$ cat config.mk
export PLATFORM = sky130hd
export DESIGN_NAME = swsd_ctrl
export DESIGN_NICKNAME = d
export VERILOG_FILES = /design/src/rtl/swsd_pkg.sv /design/src/rtl/swsd_ctrl.sv
export SDC_FILE = /design/constraint.sdc
export NUM_CORES = 1
export LEC_CHECK = 0
export ABC_AREA = 1
export ABC_CLOCK_PERIOD_IN_PS = 1200
export BUFFER_PORTS_ARGS = -buffer_cell sky130_fd_sc_hd__buf_2
export CAP_MARGIN = 0
export CORE_ASPECT_RATIO = 1.2
export CORE_UTILIZATION = 31
export CTS_CLUSTER_DIAMETER = 200
export CTS_CLUSTER_SIZE = 16
export DETAILED_ROUTE_END_ITERATION = 8
export HOLD_SLACK_MARGIN = 0.15
export PLACE_DENSITY_LB_ADDON = 0.2
export SLEW_MARGIN = 20
export SYNTH_ARGS = -nofsm -noshare
export SYNTH_HDL_FRONTEND = slang
export SYNTH_SLANG_ARGS = --single-unit
export TNS_END_PERCENT = 20
$ cat constraint.sdc
create_clock -name clk -period 1.2 [get_ports clk]
set_input_delay 0.12 -clock clk [delete_from_list [all_inputs] [get_ports clk]]
set_output_delay 0.12 -clock clk [all_outputs]
set_load 0.005 [all_outputs]
$ cat src/rtl/swsd_pkg.sv
`timescale 1ns / 1ps
// Shared constants, types and width helpers for the sliding-window standard deviation block.
package swsd_pkg;

  localparam int MAX_WINDOW_DEF  = 256;
  localparam int SAMPLE_BITS_DEF = 16;

  localparam int WLEN_W     = 9;
  localparam int WLEN_RESET = 20;
  localparam int SD_W       = 23;
  localparam int FRAC_BITS  = 16;
  localparam logic [SD_W-1:0] SD_MAX = '1;

  // Quotient bits retired per division cycle and root bits per square-root cycle.
  localparam int DIV_STEPS  = 4;
  localparam int SQRT_STEPS = 2;
  localparam int Q_ALIGN    = 4;

  typedef enum logic [3:0] {
    S_IDLE,
    S_OLD,
    S_SQ,
    S_SQ2,
    S_MUL1,
    S_MUL2,
    S_NUM,
    S_DIV,
    S_SQRT,
    S_DONE
  } swsd_state_t;

  typedef struct packed {
    logic load;
    logic old;
    logic sq;
    logic sq2;
    logic mul1;
    logic mul2;
    logic num;
    logic div;
    logic sqrt;
    logic out_load;
  } swsd_cmd_t;

  typedef struct packed {
    logic full;
  } swsd_sts_t;

  // Width of the shifted dividend, rounded up so that both iterative units finish evenly.
  function automatic int calc_q_pad(int sb, int mw);
    int w_w;
    int dvd_w;
    w_w   = $clog2(mw + 1);
    dvd_w = 2 * sb + $clog2(mw) + w_w + FRAC_BITS;
    return Q_ALIGN * ((dvd_w + Q_ALIGN - 1) / Q_ALIGN);
  endfunction

endpackage

$ cat src/rtl/swsd_ctrl.sv
`timescale 1ns / 1ps
// Controller state machine that sequences the sums, division and square root of one sample.
module swsd_ctrl #(
  parameter int MAX_WINDOW  = swsd_pkg::MAX_WINDOW_DEF,
  parameter int SAMPLE_BITS = swsd_pkg::SAMPLE_BITS_DEF
) (
  input  logic                clk,
  input  logic                rst_n,
  input  logic                in_valid,
  output logic                in_ready,
  output logic                out_valid,
  input  logic                out_ready,
  input  swsd_pkg::swsd_sts_t sts,
  output swsd_pkg::swsd_cmd_t cmd
);
  import swsd_pkg::*;

  localparam int Q_PAD      = calc_q_pad(SAMPLE_BITS, MAX_WINDOW);
  localparam int DIV_ITER   = Q_PAD / DIV_STEPS;
  localparam int SQRT_ITER  = Q_PAD / (2 * SQRT_STEPS);
  localparam int ITER_MAX   = (DIV_ITER > SQRT_ITER) ? DIV_ITER : SQRT_ITER;
  localparam int CNT_W      = $clog2(ITER_MAX + 1);

  swsd_state_t      state_r, state_nxt;
  logic [CNT_W-1:0] cnt_r, cnt_nxt;
  logic             out_valid_r, out_valid_nxt;

  always_ff @(posedge clk) begin
    if (!rst_n) begin
      state_r     <= S_IDLE;
      cnt_r       <= '0;
      out_valid_r <= 1'b0;
    end else begin
      state_r     <= state_nxt;
      cnt_r       <= cnt_nxt;
      out_valid_r <= out_valid_nxt;
    end
  end

  always_comb begin
    state_nxt     = state_r;
    cnt_nxt       = cnt_r;
    out_valid_nxt = out_valid_r & ~out_ready;
    in_ready      = 1'b0;
    cmd           = '0;
    case (state_r)
      S_IDLE: begin
        in_ready = 1'b1;
        if (in_valid) begin
          cmd.load  = 1'b1;
          state_nxt = S_OLD;
        end
      end
      S_OLD: begin
        cmd.old   = 1'b1;
        state_nxt = S_SQ;
      end
      S_SQ: begin
        cmd.sq    = 1'b1;
        state_nxt = S_SQ2;
      end
      S_SQ2: begin
        cmd.sq2   = 1'b1;
        state_nxt = sts.full ? S_MUL1 : S_DONE;
      end
      S_MUL1: begin
        cmd.mul1  = 1'b1;
        state_nxt = S_MUL2;
      end
      S_MUL2: begin
        cmd.mul2  = 1'b1;
        state_nxt = S_NUM;
      end
      S_NUM: begin
        cmd.num   = 1'b1;
        cnt_nxt   = '0;
        state_nxt = S_DIV;
      end
      S_DIV: begin
        cmd.div = 1'b1;
        if (cnt_r == CNT_W'(DIV_ITER - 1)) begin
          cnt_nxt   = '0;
          state_nxt = S_SQRT;
        end else begin
          cnt_nxt = cnt_r + 1'b1;
        end
      end
      S_SQRT: begin
        cmd.sqrt = 1'b1;
        if (cnt_r == CNT_W'(SQRT_ITER - 1)) begin
          cnt_nxt   = '0;
          state_nxt = S_DONE;
        end else begin
          cnt_nxt = cnt_r + 1'b1;
        end
      end
      S_DONE: begin
        if (!out_valid_r || out_ready) begin
          cmd.out_load  = 1'b1;
          out_valid_nxt = 1'b1;
          state_nxt     = S_IDLE;
        end
      end
      default: begin
        state_nxt = S_IDLE;
      end
    endcase
  end

  assign out_valid = out_valid_r;

  a_accept_starts: assert property (@(posedge clk) disable iff (!rst_n)
    (in_valid && in_ready) |=> (state_r == S_OLD))
    else $error("accepted transaction did not start the sequence");

  a_result_from_done: assert property (@(posedge clk) disable iff (!rst_n)
    $rose(out_valid_r) |-> ($past(state_r) == S_DONE))
    else $error("result presented without a finished computation");

  a_div_count: assert property (@(posedge clk) disable iff (!rst_n)
    (state_r == S_DIV) |-> (cnt_r < CNT_W'(DIV_ITER)))
    else $error("division iteration count out of range");
endmodule

==> out/qor.csv, run 1 <==
stage,metric,value,unit
sta,final period utilization,103,%
die,Chip Width,44.7,um
sta,Max Freq,808,MHz
pwr,PD cells,1290,nW/um2
critical_path,"Slowest-stage cell, CP",dfxtp_4,
synthesis,instance count of the mapped netlist,108,
sta,RSZ-0062 raised after global routing,yes,
synthesis,sequential area share after synthesis,29.5,%
die,Initial Utilization,32.8,%
flow_run,total of max-cap violations,0,
layout,synth-to-layout area growth,54.9,%
critical_path,CP Capture Type,primary output,
detailed_routing,drt via density,4.66,
cts,CTS tree,built,
sta,Period minus WS final,1.24,ns
sta,Worst Skew,0.00104,ns
detailed_routing,DRT Pass-1 Iters,4,
outcome,violated checks,negative setup slack,
synthesis,Mapped Area,679,um2
sta,PnR worst setup slack,-0.0377,ns
sta,headroom to the max-slew limit,81.2,%
critical_path,Critical Path Source Type,flip-flop,
die,Die ar.,2380,um2
critical_path,critical path arrival,1.12,ns
detailed_routing,drt first-iter violations,12,
pwr,Pwr Total,0.00136,W
layout,layout cell share with drive strength beyond 1,46.5,%
outcome,status,finished with violations,
sta,final setup vio count,10,
cts,CTS buffer count,3,
pwr,Leakage Power,0.505,nW
detailed_routing,wire length per cell,10.5,um
min_path,HP Class,input port to flip-flop,
sta,"Slew Viols, Final",0,
critical_path,CP max FO,4,
critical_path,crit-path cells,"inv_4, nand2_4, nor3_4, buf_2",
layout,fin cells,172,
die,core area,2070,um2
grt,first-pass GRT wire length,3090,um
critical_path,critical path type,flip-flop to primary output,
detailed_routing,# DRC,0,
synthesis,Synth cell types,22,
cts,H-tree depth,1,
synthesis,synthesis-stage register bit count,10,
critical_path,Worst path max stage delay,0.37,ns
synthesis,Synthesis Warnings,0,
layout,Layout Nets,150,
sta,worst-margin pin slew,0.280,ns
synthesis,Synth Net Count,115,
die,Core Rows,18,
grt,initial antenna violation count,0,
cts,clock latency on the worst-skew pair,0.26,ns
cts,Bufs on Longest Clock Path,2,
detailed_routing,Post-Route WL,1810,um
layout,Util after Layout,50.8,%
grt,number of global-route vias before repair,745,
place,Final GP Congestion,0.829,
synthesis,Synth Area per Inst,6.29,um2
die,Ports,17,
die,die height,53.3,um
grt,grt ovf,0,
cts,CTS Sinks,10,
pwr,VDD IR max,586,uV
layout,number of diodes,0,
detailed_routing,Routed Antenna Nets,0,
critical_path,WP data required,1.08,ns
place,buffers added on ports,16,
cts,clk root buf,clkbuf_4,
sta,Final Hold Fails,0,
detailed_routing,vias,801,
place,HPWL after DPL,1300,um
cts,Clock Pin Slew Worst Setup and Hold Paths,0.07,ns
place,placed insts,162,
grt,GR Util All Layers,17.9,%
grt,largest net degree at the start of global routing,10,
layout make-up:
cell class	instances	area, um2
clock buffer	4	36.3
fill	219	1020
inverter	22	87.6
multi-input combinational	76	478
sequential	10	215
tap	30	37.5
timing repair buffer	30	198
synthesized netlist by cell type, drive strengths merged:
cell / instances / area share [%]
nand2: 27 / 18
ha: 2 / 3.7
nor3: 2 / 2.2
inv: 21 / 12
a21oi: 9 / 7.2
clkinv: 1 / 0.55
nand3: 10 / 7.4
nand4: 2 / 1.8
xor2: 1 / 1.3
o21bai: 1 / 1.1
dfxtp: 10 / 29
nor2: 19 / 13
a31oi: 1 / 0.92
o21ai: 1 / 0.74
o211ai: 1 / 1.1
kinds of logic (layout without fill, tap and decap cells):
kind of cell,after synthesis,in the layout,synth area share [%]
xor+xnor,1,1,1.29
fa+ha+maj,2,2,3.68
compound gates,13,13,11.1
simple gates,60,60,42.4
buf+inv,22,56,12.2
flops,10,10,29.5
power by group:
part / internal, W / switching [W] / total, W
Combinational: 0.000256 / 0.000337 / 0.000593
Sequential: 0.000378 / 0.0000849 / 0.000462
Clock: 0.000184 / 0.000122 / 0.000306
registers in the layout, summed over array words and instances, names as in the netlist:
signal / count
state_r: 4
cnt_r: 5
out_valid: 1
layer usage:
layer | wire (um) | up-vias | global-route usage (%)
li1 | - | 408 | -
met1 | 709 | 360 | 18.6
met2 | 972 | 27 | 34.3
met3 | 83 | 6 | 3.07
met4 | 42 | 0 | 7.58
met5 | 0 | - | 0
metrics by stage:
step                TNS [ns]  setup slack (ns)  instance area [um2]  hold WS, ns
global placement      -0.125            -0.124                  857        0.381
detailed placement   -0.0902           -0.0902                  857        0.393
finish                -0.197           -0.0377                 1050        0.142
floorplan                  0            0.0460                  679        0.258
global route           -1.10            -0.108                 1050        0.173
CTS                   -0.236           -0.0578                 1030        0.142
critical path: cells and delay by family (launching register included):
family / cells / cell delay [ns]
buffers and inverters: 2 / 0.22
AND/OR/NAND/NOR: 2 / 0.27
flip-flops: 1 / 0.37
cell usage in the layout (no fill, tap or decap), types with 2 or more instances in the layout:
master         instances
nand4_1                2
a21oi_1                8
nand3_1               10
buf_2                 16
dlygate4sd3_1          2
nor2_4                 8
buf_4                 10
nand2_2                5
inv_2                  6
dfxtp_1                6
nor2_2                 2
clkbuf_4               3
ha_1                   2
inv_1                 13
dfxtp_4                4
nor2_1                 9
nand2_1               18
buf_6                  2
inv_4                  2
nand2_4                4
final timing paths:
| check | start | to | slack, ns | depth (start not counted) |
|---|---|---|---|---|
| max | state_r[3] | cmd[3] | -0.04 | 4 |
| min | out_ready | out_valid | 0.14 | 4 |
| max reg2reg | cnt_r[0] | state_r[0] | 0 | 9 |
| min reg2reg | cnt_r[3] | cnt_r[3] | 0.48 | 2 |
repair_timing:
item	CTS	global route
resized for setup	30	6
hold buffers	2	0
cloned	0	0
setup endpoints to repair	13	19
hold endpoints to repair	3	0
setup buffers	4	1
pin swaps	7	9
(Power assumes the default switching activity.)
==> run 2, diff against run 1 <==
==> constraint.sdc (replaced) <==
create_clock -name clk -period 1.2 [get_ports clk]
set_input_delay 0.24 -clock clk [delete_from_list [all_inputs] [get_ports clk]]
set_output_delay 0.24 -clock clk [all_outputs]
set_load 0.005 [all_outputs]
==> out/qor.csv, run 2 (synthesis gave the netlist of run 1 again) <==
stage,metric,value,unit
critical_path,Setup crit start,state_r[3],
layout,Biggest register,cnt_r,
detailed_routing,wire length per cell,10.5,um
flow_run,total of max-cap violations,0,
die,Chip Width,44.7,um
grt,number of global-route vias before repair,691,
pwr,PD cells,1280,nW/um2
sta,worst-margin pin slew,0.276,ns
outcome,status,finished with violations,
sta,final setup vio count,13,
critical_path,R2R Path Start,state_r[2],
critical_path,crit-path cells,"inv_4, nand2_4, buf_6, nor2_4, buf_2",
critical_path,Worst path max stage delay,0.36,ns
critical_path,Critical Path Source Type,flip-flop,
min_path,HP Class,input port to flip-flop,
min_path,Hold Crit Endpoint,cnt_r[2],
die,die height,53.3,um
critical_path,family with the most delay on the worst path,flip-flops,
place,buffers added on ports,16,
sta,Max Freq,738,MHz
place,Area after DPL,857,um2
critical_path,R2R cell count,8,
sta,final period utilization,113,%
sta,"Slew Viols, Final",0,
cts,CTS tree,built,
die,Initial Utilization,32.8,%
place,Final GP Congestion,0.819,
layout,max FFs per register,5,
detailed_routing,Routed Antenna Nets,0,
cts,CTS Sinks,10,
critical_path,CP Capture Type,primary output,
die,Ports,17,
cts,CTS buffer count,3,
cts,H-tree depth,1,
min_path,hold depth,3,
layout,most frequent cells in the layout,"nand2_1, buf_2, buf_4",
grt,GR Util All Layers,16.7,%
place,HPWL after DPL,1320,um
layout,Layout Nets,153,
layout,finished layout cell area,1060,um2
grt,largest net degree at the start of global routing,10,
detailed_routing,drt first-iter violations,11,
sta,PnR worst setup slack,-0.155,ns
die,Die ar.,2380,um2
detailed_routing,# DRC,0,
critical_path,critical path type,flip-flop to primary output,
detailed_routing,Post-Route WL,1830,um
critical_path,"Slowest-stage cell, CP",dfxtp_4,
die,core area,2070,um2
cts,clk root buf,clkbuf_4,
cts,clock latency on the worst-skew pair,0.27,ns
min_path,worst hold start,rst_n,
grt,initial antenna violation count,0,
critical_path,worst reg2reg setup slack,-0.09,ns
cts,Bufs on Longest Clock Path,2,
grt,grt ovf,0,
sta,headroom to the max-slew limit,81.5,%
outcome,violated checks,negative setup slack,
cts,Clock Pin Slew Worst Setup and Hold Paths,0.07,ns
layout,"most common cell after layout, fill and taps aside",nand2_1,
critical_path,RR Endpoint,state_r[0],
layout,number of diodes,0,
layout,layout cell share with drive strength beyond 1,49.0,%
critical_path,CP max FO,4,
pwr,VDD IR max,700,uV
layout,synth-to-layout area growth,55.4,%
pwr,Pwr Total,0.00136,W
detailed_routing,drt via density,4.53,
critical_path,WP data required,0.96,ns
sta,Worst Skew,0.00481,ns
sta,Final Hold Fails,0,
grt,first-pass GRT wire length,2790,um
die,Core Rows,18,
pwr,Leakage Power,0.505,nW
detailed_routing,DRT Pass-1 Iters,4,
sta,Period minus WS final,1.36,ns
sta,RSZ-0062 raised after global routing,yes,
cts,hold bufs inserted after CTS,0,
critical_path,critical path arrival,1.12,ns
critical_path,CP bufs+invs,3,
detailed_routing,vias,793,
sta,hold_ws,0.230,ns
==> run 2: cell count changes in the layout (fill, tap and decap cells not counted), sizes merged <==
cell	change
buf	+5
dlygate4sd3	-2
==> run 2: per-layer routing <==
layer  routed length (um)  track usage (%)  up-vias
li1                     -                -      415
met2                  994             29.9       17
met5                    0                0        -
met1                  719             17.1      356
met3                   64             3.07        5
met4                   52             11.6        0
==> run 2: per-stage QoR <==
stage	setup slack, ns	std cells	utilization, %	setup TNS (ns)
floorplan	0.0460	108	-	0
global placement	-0.0583	162	41.4	-0.0856
detailed placement	-0.0540	162	41.4	-0.171
CTS	-0.183	173	48.8	-1.77
global route	-0.225	175	51.0	-2.74
finish	-0.155	175	51.0	-1.61
==> run 2: timing repair <==
item                                    4_1_cts  5_1_grt
endpoints found under the setup margin       17       20
pin swaps                                     6        3
setup buffers                                 7        2
gates resized for setup                      22       10
==> run 2: worst max path at each step <==
stage | endpoint | cells after the start
after global placement | state_r[0] | 9
final | cmd[4] | 5
after global routing | cmd[0] | 5
after floorplan | state_r[0] | 9
after detailed placement | state_r[0] | 9
after CTS | cmd[0] | 5
==> run 2: tightest hold or removal path, stage by stage <==
cell     delay, ns
buf_2         0.11
o21ai_0       0.07
a21oi_1       0.04
==> run 2: area by class of cell <==
class	count	area (um2)
clock buffers	4	36.3
fillers	232	1020
inverters	22	85.1
multi-input cells	76	470
flip-flops and latches	10	215
well taps	30	37.5
repair buffers	33	211
==> run 2: where the power goes <==
part           leakage [nW]  switching, W  internal [W]  total, W
Clock                0.0210      0.000123      0.000185  0.000307
Combinational         0.400      0.000340      0.000264  0.000604
Sequential           0.0839     0.0000666      0.000377  0.000444
Total                 0.505      0.000529      0.000826   0.00136
